## src/rtl/efg_pkg.sv

```systemverilog
package efg_pkg;

  localparam int WaitDepth = 16;
  localparam int TaskIdBits = 5;
  localparam int PrioBits = 8;
  localparam int IdxBits = $clog2(WaitDepth);
  localparam int CntBits = $clog2(WaitDepth + 1);

  typedef logic [2:0] status_t;
  localparam status_t ST_POST_IDLE   = 3'd0;
  localparam status_t ST_POST_WOKE   = 3'd1;
  localparam status_t ST_PEND_GRANT  = 3'd2;
  localparam status_t ST_PEND_QUEUED = 3'd3;
  localparam status_t ST_PEND_FULL   = 3'd4;

  localparam logic REQ_POST = 1'b0;
  localparam logic REQ_PEND = 1'b1;

  typedef enum logic [2:0] {
    S_IDLE,
    S_APPLY,
    S_SCAN,
    S_WAKE,
    S_SHIFT,
    S_DONE
  } state_t;

  // controller to datapath
  typedef struct packed {
    logic load_req;
    logic apply;
    logic scan_step;
    logic wake;
    logic shift_step;
    logic done;
  } efg_cmd_t;

  // datapath to controller
  typedef struct packed {
    logic is_pend;
    logic scan_last;
    logic found;
    logic shift_last;
  } efg_stat_t;

  function automatic logic flags_match(input logic [31:0] flags, input logic [31:0] mask,
                                       input logic [1:0] mode);
    logic [31:0] hit;
    hit = flags & mask;
    case (mode)
      2'd0: return hit == mask;
      2'd1: return hit != '0;
      2'd2: return hit == '0;
      default: return hit != mask;
    endcase
  endfunction

endpackage

```

## src/rtl/event_flag_group_wait_wake_core.sv

```systemverilog
// Event flag group with a 16-entry wait table. Pulse start while busy is low
// to issue a request; exactly one result follows, shown for one cycle with
// done high, and it cannot be held off. A pend passes through the apply and
// done states. A post also scans every occupied table entry in order (at
// least one), and on a wake removes the winner and moves each later entry
// down one place; the busy time is set by the one-entry-per-cycle table access.
// The result is registered from the done state, and a new request may start
// in the cycle that shows the result.
// cfg_valid loads the flag word and empties the table; write it only while
// busy is low.
module event_flag_group_wait_wake_core
  import efg_pkg::*;
(
  input  logic                  clk,
  input  logic                  rst,
  input  logic                  cfg_valid,
  output logic                  cfg_ready,
  input  logic [31:0]           cfg_data,
  input  logic                  start,
  output logic                  busy,
  input  logic                  req_type,
  input  logic [31:0]           bit_mask,
  input  logic [1:0]            option,
  input  logic [TaskIdBits-1:0] task_id,
  input  logic [PrioBits-1:0]   task_priority,
  output logic                  done,
  output logic [2:0]            status,
  output logic [TaskIdBits-1:0] woken_task,
  output logic [31:0]           flags_after
);

  efg_cmd_t  cmd;
  efg_stat_t stat;

  assign cfg_ready = 1'b1;

  efg_ctrl u_ctrl (
    .clk  (clk),
    .rst  (rst),
    .start(start),
    .stat (stat),
    .cmd  (cmd),
    .busy (busy)
  );

  efg_dp u_dp (
    .clk          (clk),
    .rst          (rst),
    .cmd          (cmd),
    .stat         (stat),
    .cfg_valid    (cfg_valid),
    .cfg_data     (cfg_data),
    .req_type     (req_type),
    .bit_mask     (bit_mask),
    .option       (option),
    .task_id      (task_id),
    .task_priority(task_priority),
    .done         (done),
    .status       (status),
    .woken_task   (woken_task),
    .flags_after  (flags_after)
  );

endmodule

```

## src/rtl/efg_ctrl.sv

```systemverilog
module efg_ctrl
  import efg_pkg::*;
(
  input  logic      clk,
  input  logic      rst,
  input  logic      start,
  input  efg_stat_t stat,
  output efg_cmd_t  cmd,
  output logic      busy
);

  state_t state, state_next;

  always_ff @(posedge clk) begin
    if (rst) state <= S_IDLE;
    else state <= state_next;
  end

  // next state
  always_comb begin
    state_next = state;
    case (state)
      S_IDLE:  if (start) state_next = S_APPLY;
      S_APPLY: state_next = stat.is_pend ? S_DONE : S_SCAN;
      S_SCAN:  if (stat.scan_last) state_next = stat.found ? S_WAKE : S_DONE;
      S_WAKE:  state_next = stat.shift_last ? S_DONE : S_SHIFT;
      S_SHIFT: if (stat.shift_last) state_next = S_DONE;
      S_DONE:  state_next = S_IDLE;
      default: state_next = S_IDLE;
    endcase
  end

  // outputs
  always_comb begin
    cmd = '0;
    busy = (state != S_IDLE);
    case (state)
      S_IDLE:  cmd.load_req = start;
      S_APPLY: cmd.apply = 1'b1;
      S_SCAN:  cmd.scan_step = 1'b1;
      S_WAKE:  cmd.wake = 1'b1;
      S_SHIFT: cmd.shift_step = 1'b1;
      S_DONE:  cmd.done = 1'b1;
      default: cmd = '0;
    endcase
  end

endmodule

```

## src/rtl/efg_dp.sv

```systemverilog
module efg_dp
  import efg_pkg::*;
(
  input  logic                  clk,
  input  logic                  rst,
  input  efg_cmd_t              cmd,
  output efg_stat_t             stat,
  input  logic                  cfg_valid,
  input  logic [31:0]           cfg_data,
  input  logic                  req_type,
  input  logic [31:0]           bit_mask,
  input  logic [1:0]            option,
  input  logic [TaskIdBits-1:0] task_id,
  input  logic [PrioBits-1:0]   task_priority,
  output logic                  done,
  output status_t               status,
  output logic [TaskIdBits-1:0] woken_task,
  output logic [31:0]           flags_after
);

  logic [31:0] flags;
  logic [CntBits-1:0] count;
  logic [TaskIdBits-1:0] w_task [WaitDepth];
  logic [31:0]           w_mask [WaitDepth];
  logic [1:0]            w_mode [WaitDepth];
  logic [PrioBits-1:0]   w_prio [WaitDepth];

  // latched request
  logic                  r_type;
  logic [31:0]           r_mask;
  logic [1:0]            r_opt;
  logic [TaskIdBits-1:0] r_tid;
  logic [PrioBits-1:0]   r_prio;

  // scan state
  logic [CntBits-1:0]  idx;
  logic [IdxBits-1:0]  best;
  logic [PrioBits-1:0] best_prio;
  logic                found;
  status_t             res_status;
  logic [TaskIdBits-1:0] res_woken;

  logic [IdxBits-1:0] idx_s;
  logic cur_match, pend_match, cur_take;
  assign idx_s = idx[IdxBits-1:0];
  assign cur_match = (idx < count) && flags_match(flags, w_mask[idx_s], w_mode[idx_s]);
  assign pend_match = flags_match(flags, r_mask, r_opt);
  // current entry beats the best so far (ties keep the earlier one)
  assign cur_take = cur_match && (!found || w_prio[idx_s] < best_prio);

  assign stat.is_pend = (r_type == REQ_PEND);
  assign stat.scan_last = (idx >= CntBits'(WaitDepth - 1)) || (idx + 1'b1 >= count);
  assign stat.found = found || cur_match;
  assign stat.shift_last = ({1'b0, idx} + 1'b1 >= {1'b0, count});

  // request latch
  always_ff @(posedge clk) begin
    if (cmd.load_req) begin
      r_type <= req_type;
      r_mask <= bit_mask;
      r_opt <= option;
      r_tid <= task_id;
      r_prio <= task_priority;
    end
  end

  // flag word and table
  always_ff @(posedge clk) begin
    if (rst) begin
      flags <= '0;
      count <= '0;
    end else if (cfg_valid) begin
      flags <= cfg_data;
      count <= '0;
    end else if (cmd.apply) begin
      if (r_type == REQ_POST) begin
        flags <= (r_opt == 2'd0) ? (flags | r_mask) : (flags & ~r_mask);
      end else if (pend_match) begin
        if (!r_opt[1]) flags <= flags & ~r_mask;
      end else if (count < CntBits'(WaitDepth)) begin
        count <= count + 1'b1;
      end
    end else if (cmd.wake) begin
      if (!w_mode[best][1]) flags <= flags & ~w_mask[best];
      if (stat.shift_last) count <= count - 1'b1;
    end else if (cmd.shift_step && stat.shift_last) begin
      count <= count - 1'b1;
    end
  end

  // table writes: append on queue, shift down on removal
  always_ff @(posedge clk) begin
    if (cmd.apply && r_type == REQ_PEND && !pend_match && count < CntBits'(WaitDepth)) begin
      w_task[count[IdxBits-1:0]] <= r_tid;
      w_mask[count[IdxBits-1:0]] <= r_mask;
      w_mode[count[IdxBits-1:0]] <= r_opt;
      w_prio[count[IdxBits-1:0]] <= r_prio;
    end else if ((cmd.wake || cmd.shift_step) && !stat.shift_last) begin
      w_task[idx_s] <= w_task[idx_s + 1'b1];
      w_mask[idx_s] <= w_mask[idx_s + 1'b1];
      w_mode[idx_s] <= w_mode[idx_s + 1'b1];
      w_prio[idx_s] <= w_prio[idx_s + 1'b1];
    end
  end

  // scan and shift index, best tracking, result
  // the last scan step leaves idx on the winner so the wake cycle starts the shift there
  always_ff @(posedge clk) begin
    if (cmd.apply) begin
      idx <= '0;
      found <= 1'b0;
      res_woken <= '0;
      if (r_type == REQ_POST) res_status <= ST_POST_IDLE;
      else if (pend_match) res_status <= ST_PEND_GRANT;
      else if (count < CntBits'(WaitDepth)) res_status <= ST_PEND_QUEUED;
      else res_status <= ST_PEND_FULL;
    end else if (cmd.scan_step) begin
      if (cur_take) begin
        best <= idx_s;
        best_prio <= w_prio[idx_s];
        found <= 1'b1;
      end
      if (stat.scan_last) idx <= cur_take ? idx : {1'b0, best};
      else idx <= idx + 1'b1;
    end else if (cmd.wake) begin
      res_status <= ST_POST_WOKE;
      res_woken <= w_task[best];
      idx <= {1'b0, best} + 1'b1;
    end else if (cmd.shift_step) begin
      idx <= idx + 1'b1;
    end
  end

  // result strobe
  always_ff @(posedge clk) begin
    if (rst) done <= 1'b0;
    else done <= cmd.done;
  end

  always_ff @(posedge clk) begin
    if (cmd.done) begin
      status <= res_status;
      woken_task <= res_woken;
      flags_after <= flags;
    end
  end

endmodule

```

## config.mk

```make
export PLATFORM = sky130hd
export DESIGN_NAME = event_flag_group_wait_wake_core
export DESIGN_NICKNAME = d
export VERILOG_FILES = /design/src/rtl/efg_pkg.sv /design/src/rtl/event_flag_group_wait_wake_core.sv /design/src/rtl/efg_ctrl.sv /design/src/rtl/efg_dp.sv
export SDC_FILE = /design/constraint.sdc
export NUM_CORES = 1
export LEC_CHECK = 0
export CORE_MARGIN = 5
export CORE_UTILIZATION = 41
export DETAILED_ROUTE_END_ITERATION = 7
export DONT_BUFFER_PORTS = 1
export MAX_ROUTING_LAYER = met4
export PLACE_DENSITY_LB_ADDON = 0.05
export SETUP_SLACK_MARGIN = 0.4
export SYNTH_ARGS = -nofsm -noshare
export SYNTH_HDL_FRONTEND = slang
export SYNTH_SLANG_ARGS = --single-unit
```

## constraint.sdc

```tcl
create_clock -name clk -period 5.8 [get_ports clk]
set_input_delay 0.87 -clock clk [delete_from_list [all_inputs] [get_ports clk]]
set_output_delay 0.87 -clock clk [all_outputs]
set_load 0.05 [all_outputs]
```

* Word level (Yosys, flattened, before mapping)
Memory sizes are Yosys's and may differ from the RTL's. A register that Yosys moved wholly into a read port is not among the register bits.
Cells that the tools add are included.
** Operators by class
- Add/subtract/negate cells :: 6
- Bitwise operators :: 9
- Equality and inequality tests :: 25
- $lt $le $gt $ge :: 6
- Reductions and logical operators :: 39
- Mux-type cells :: 66
** Operator list (number)
- 32-bit two-way mux :: 9
- 32-bit AND :: 4
- 5-bit two-way mux :: 13
- 32-bit == test :: 2
- 32-bit zero test :: 2
- 32-bit inequality test :: 2
- 32-bit NOT :: 2
- 32-bit nonzero test :: 2
- 4-bit two-way mux :: 12
- 3-bit two-way mux :: 11
- 32-bit OR :: 1
- 32-bit OR reduction :: 1
- 1-bit two-way mux :: 16
- 3-bit one-hot mux with 5 select lines :: 1
- 3-bit nonzero test :: 4
- 5-bit by 1-bit adder with 5-bit output (second input constant) :: 2
- 2-bit inequality test (second input constant) :: 5
- 8-bit < comparator :: 1
- 8-bit two-way mux :: 1
- 4-bit inequality test (second input constant) :: 2
- 2-bit AND reduction :: 4
- 8-bit OR reduction :: 1
- 1-bit logical AND :: 7
- 5-bit by 1-bit adder with 6-bit output (second input constant) :: 1
- 29 further kinds :: 45
** Storage, ports and cells
- Bits in writable memories :: 752
- Word-level logic and storage cells :: 172
- Memories :: 4
- Register bits after elaboration :: 150
** Memories
- u_dp.w_mask :: depth 16, bits a word 32, rd ports 3, clocked after Yosys merged registers in 2, wr ports 1, line efg_dp.sv:24 : logic [31:0] w_mask [WaitDepth];
- u_dp.w_prio :: depth 16, bits a word 8, rd ports 2, clocked after Yosys merged registers in 1, wr ports 1, line efg_dp.sv:26 : logic [PrioBits-1:0] w_prio [WaitDepth];
- u_dp.w_task :: depth 16, bits a word 5, rd ports 2, clocked after Yosys merged registers in 1, wr ports 1, line efg_dp.sv:23 : logic [TaskIdBits-1:0] w_task [WaitDepth];
- u_dp.w_mode :: depth 16, bits a word 2, rd ports 3, clocked after Yosys merged registers in 2, wr ports 1, line efg_dp.sv:25 : logic [1:0] w_mode [WaitDepth];

* Longest topological paths before layout
- Word-level depth :: 10
- Mapped depth :: 20

* Modules after synthesis
A second synthesis with hierarchy kept.
** Unflattened totals
- Cells, all modules :: 2747
- Area, all modules :: 47481.8 µm²
** Modules (own cells, without submodules)
- efg_dp :: area an instance 47169.0 µm², cells an instance 2710, times used 1
- efg_ctrl :: area an instance 301.5 µm², cells an instance 35, times used 1
- event_flag_group_wait_wake_core :: area an instance 11.3 µm², cells an instance 2, times used 1

* Least setup slack after synthesis
OpenSTA, ideal clock, no wires.
- Path type :: register to register
- From :: reg u_dp.idx[2]
- To :: mem u_dp.w_mask[9][0], enable pin
- Setup time :: 452 ps
- Data arrival time :: 5476 ps
- Path buffers :: 4
- Period minus slack after synthesis :: 5928 ps
- Data required time :: 5348 ps
- Path slack :: -128 ps
- Cell stages (with the launch flop) :: 16
- Cell sequence :: dfxtp_1 > clkbuf_1 > xnor2_1 > inv_1 > clkbuf_1 > buf_1 > ha_1 > o21a_1 > o21a_1 > o21ai_0 > nand3b_1 > a21o_1 > clkbuf_1 > nor3b_1 > a31oi_1 > nor2_1
** Between the ends
- Cells in the longest elaborated chain, start to end :: 9
** Ends and longest elaborated chain
- start, declared :: line efg_dp.sv:36 : logic [CntBits-1:0] idx;
- start signal, assigned :: line efg_dp.sv:123 : if (stat.scan_last) idx <= cur_take ? idx : {1'b0, best};
- start signal, assigned :: line efg_dp.sv:124 : else idx <= idx + 1'b1;
- start signal, assigned :: line efg_dp.sv:128 : idx <= {1'b0, best} + 1'b1;
- 5-bit by 1-bit adder with 6-bit output :: line efg_dp.sv:54 : assign stat.shift_last = ({1'b0, idx} + 1'b1 >= {1'b0, count});
- 6-bit by 5-bit >= comparator with 1-bit output :: line efg_dp.sv:54
- 1-bit zero test :: line efg_dp.sv:98 : end else if ((cmd.wake || cmd.shift_step) && !stat.shift_last) begin
- 1-bit logical AND :: line efg_dp.sv:98
- 1-bit two-way mux :: line efg_dp.sv:98
- 1-bit two-way mux :: line efg_dp.sv:93 : if (cmd.apply && r_type == REQ_PEND && !pend_match && count < CntBits'(WaitDepth)) begin
- 1-bit two-way mux (implied by the code) :: line efg_dp.sv:100 : w_mask[idx_s] <= w_mask[idx_s + 1'b1];
- 32-bit OR reduction (no source line)
- 4-bit two-way mux (no source line) / 1-bit two-way mux (equally long branches)
- end, declared :: line efg_dp.sv:24
Several ways; a longest one is shown, not always the timed one.

==> flow_summary.toml <==
[clock_network]
cts_buffers = 103
clock_path_buffers = 3
clkTransAtPathRegs_ns = 0.06
cts_sinks = 915
cts_setup_buffers = 0
cts_tree = "yes"
post_cts_resized = 0
root_buffer = "clkbuf_16"
postCtsHoldBufs = 0
cts_htree_levels = 3
insertion_delay_ns = 0.70

[route]
wire_per_inst_um = 39.52
drt-total-wl_um = 170800
drc_errors = 0
drt_iter0_drc = 3986
avgViaCountPerCell = 6.989
num_vias = 30200
detail-route-antenna-nets = 0
dr.pass1.iters = 6

[floorplan]
design.die.area_um2 = 121800
fp.dieH_um = 349.0
io_pins = 127
die_w_um = 349.0
initial_core_util = 0.4126
coreArea_um2 = 114200
rows = 124

[setup_path]
crit_path_max_fanout = 25
crit_path_end_kind = "flip-flop"
worstRegToRegCells = 12
required_ns = 6.37
r2r_setup_slack_ns = 0.90
setup.worst_path.start_class = "flip-flop"
critPathArrivalTime_ns = 5.48
crit_type = "reg -> reg"

[sta]
finalClockSkew_ns = 0.02051
period_minus_slack_ns = 4.905
rsz0062_at_grt = "false"
setup_viol = 0
finalHoldViolations = 0
max_freq_mhz = 203.9
fin_ws_ns = 0.8951
worst_pin_slew_ns = 1.174
report.final.slew_viol_count = 0
finalCritPeriodShare = 0.8457
maxSlewHeadroom = 0.2171

[logic_synthesis]
ys_seq_elements = 915
synth_area_leader_cell = "edfxtp_1"
syn_avg_cell_area_um2 = 17.40
synthesis.area_um2 = 47110
synth-edff-count = 855
ys_top_cells_by_area = "edfxtp_1 54%, mux4_2 26%, dfxtp_1 2.5%, mux2i_1 2.1%, mux2_2 1.5%"
synth.distinct_cells = 78
synth_nets = 2816
synthFlopType = "edfxtp_1"
synth_top_area_frac = 0.5449
async_flop_share = 0
yosysWarnings = 0
netlist_instances = 2707
ys_seq_area_frac = 0.5704

[layout]
final_layout_size_suffix_gt1_frac = 0.3327
final_cell_area_um2 = 52870
fin_util = 0.4630
syn_to_final_growth_pct = 12.22
layout.nets = 2823

[placed_design]
gp_congestion = 0.9780
dpl-instance-area_um2 = 49460
hpwl_um = 106100
numPortBuffers = 0
pre_cts_slack_ns = 0.9021

[global_routing]
track_usage = 0.2851
grt_max_degree = 127
antenna_found_initial = 14
first_global_vias = 29710
grt.overflow.total = 0
grt_pass1_wl_um = 239200

[pwr]
leakage_nw = 16.03
p_per_area_nw_per_um2 = 462.7
irDropWorstVdd_uv = 392.0

[flow_run]
max_cap_viol_count = 0

[worst_hold_path]
hp-class = "in -> reg"
whs_path_depth = 1

[status]
outcome = "finished clean"
-- cell usage in the layout, fill, tap and decap left out, types with 7 or more instances in the layout --
cell type | synthesis | final
clkbuf_16 | 0 | 105
clkbuf_1 | 133 | 14
dfxtp_1 | 60 | 51
clkinv_1 | 0 | 16
a2111oi_0 | 9 | 9
o21ai_0 | 75 | 75
inv_1 | 54 | 52
nor2b_1 | 24 | 24
o22ai_1 | 50 | 50
ha_1 | 24 | 23
a31oi_1 | 9 | 9
a221oi_1 | 20 | 20
edfxtp_1 | 855 | 855
dfxtp_4 | 0 | 7
nor4_1 | 9 | 8
clkinv_2 | 0 | 24
nor2_4 | 0 | 18
bufinv_16 | 0 | 11
buf_4 | 11 | 89
mux4_1 | 7 | 7
nand2b_1 | 11 | 11
nand2_1 | 73 | 72
mux2_2 | 63 | 63
and2_1 | 8 | 7
a21oi_1 | 112 | 112
nand3_1 | 23 | 23
mux2i_1 | 100 | 100
buf_12 | 1 | 26
clkinvlp_4 | 0 | 12
nor2_1 | 136 | 118
nor3_1 | 16 | 16
nand4_1 | 9 | 9
a211oi_1 | 10 | 10
a22o_1 | 14 | 14
diode_2 | 0 | 8
mux4_2 | 546 | 546
a22oi_1 | 59 | 59
-- layout make-up --
| type | count | area (µm²) |
|---|---|---|
| fill | 9689 | 61320 |
| timing repair buffer | 115 | 1189 |
| antenna | 8 | 20.02 |
| tap | 1512 | 1892 |
| inverter | 55 | 209.0 |
| clock inverter | 70 | 673.1 |
| sequential | 915 | 26900 |
| clock buffer | 122 | 2721 |
| multi-input combinational | 1524 | 19260 |
-- cells by family after synthesis --
logic type / share of synthesized area
other cells: 0.00007959
fa+ha+maj: 0.006799
simple gates: 0.03418
mux: 0.3034
compound gates: 0.05914
flops: 0.5704
buf+inv: 0.02462
xor+xnor: 0.001301
-- synth_stat cells (23+ instances only) --
master	instances
edfxtp_1	855
mux4_2	546
nor2_1	136
clkbuf_1	133
a21oi_1	112
mux2i_1	100
o21ai_0	75
nand2_1	73
mux2_2	63
dfxtp_1	60
a22oi_1	59
inv_1	54
o22ai_1	50
buf_1	39
ha_1	24
nor2b_1	24
nand3_1	23
-- where the power goes --
| part | switching (mW) | internal, mW | total [mW] | leakage [nW] |
|---|---|---|---|---|
| Clock | 2.79 | 3.84 | 6.64 | 1.64 |
| Combinational | 5.13 | 3.61 | 8.74 | 6.17 |
| Sequential | 0.796 | 8.29 | 9.09 | 8.22 |
| Total | 8.72 | 15.7 | 24.5 | 16.0 |
-- through the flow --
step	hold WS, ns	cells	setup TNS [ns]	total power [mW]
6_report	0.2484	4321	0	24.47
5_1_grt	0.2288	4319	0	25.36
4_1_cts	0.2089	4313	0	24.51
3_5_place_dp	0.4045	4121	0	17.87
3_3_place_gp	0.4167	4121	0	17.84
2_1_floorplan	0.4003	2707	-65.26	14.65
-- worst max-delay path, cell delays in order, from the launching register on --
cell	delay (ns)
dfxtp_4	0.66
buf_12	0.29
mux4_2	0.52
o21ai_0	0.62
o22ai_1	0.23
or4_1	0.45
nand4b_1	0.21
nor2_2	0.22
mux2_2	0.38
mux2i_4	0.35
nor3b_4	0.29
buf_12	0.19
mux2_4	0.31
-- registers in the layout, summed over array words and instances, names as in the netlist, 2 cells and up, named ones only --
signal,count
u_ctrl.state,3
u_dp.best,4
u_dp.best_prio,8
u_dp.count,5
u_dp.flags_after,32
u_dp.idx,5
u_dp.r_mask,32
u_dp.r_opt,2
u_dp.r_prio,8
u_dp.r_tid,5
u_dp.res_status,3
u_dp.res_woken,5
u_dp.status,3
u_dp.w_mask,512
u_dp.w_mode,32
u_dp.w_prio,128
u_dp.w_task,80
u_dp.woken_task,5
-- per-layer routing --
| layer | track usage | part of all wire |
|---|---|---|
| met5 | - | 0 |
| met3 | 0.08266 | 0.11 |
| met4 | 0.08086 | 0.029 |
| met2 | 0.4059 | 0.44 |
| met1 | 0.4027 | 0.42 |
-- how the worst min path moves through the flow --
stage | startpoint | slack [ns] | end
detailed placement | u_dp.res_status[1]$_SDFFCE_PN0P_ | 0.40 | u_dp.status[1]$_DFFE_PP_
global route | cfg_valid | 0.23 | u_dp.count[3]$_SDFFE_PP0P_
floorplan | u_dp.res_status[0]$_SDFFCE_PN1P_ | 0.40 | u_dp.status[0]$_DFFE_PP_
global placement | u_dp.res_status[2]$_SDFFCE_PP0P_ | 0.42 | u_dp.status[2]$_DFFE_PP_
finish | rst | 0.25 | u_dp.count[0]$_SDFFE_PP0P_
CTS | rst | 0.21 | u_dp.count[1]$_SDFFE_PP0P_
Note: power is estimated with default switching activity, not from simulation.
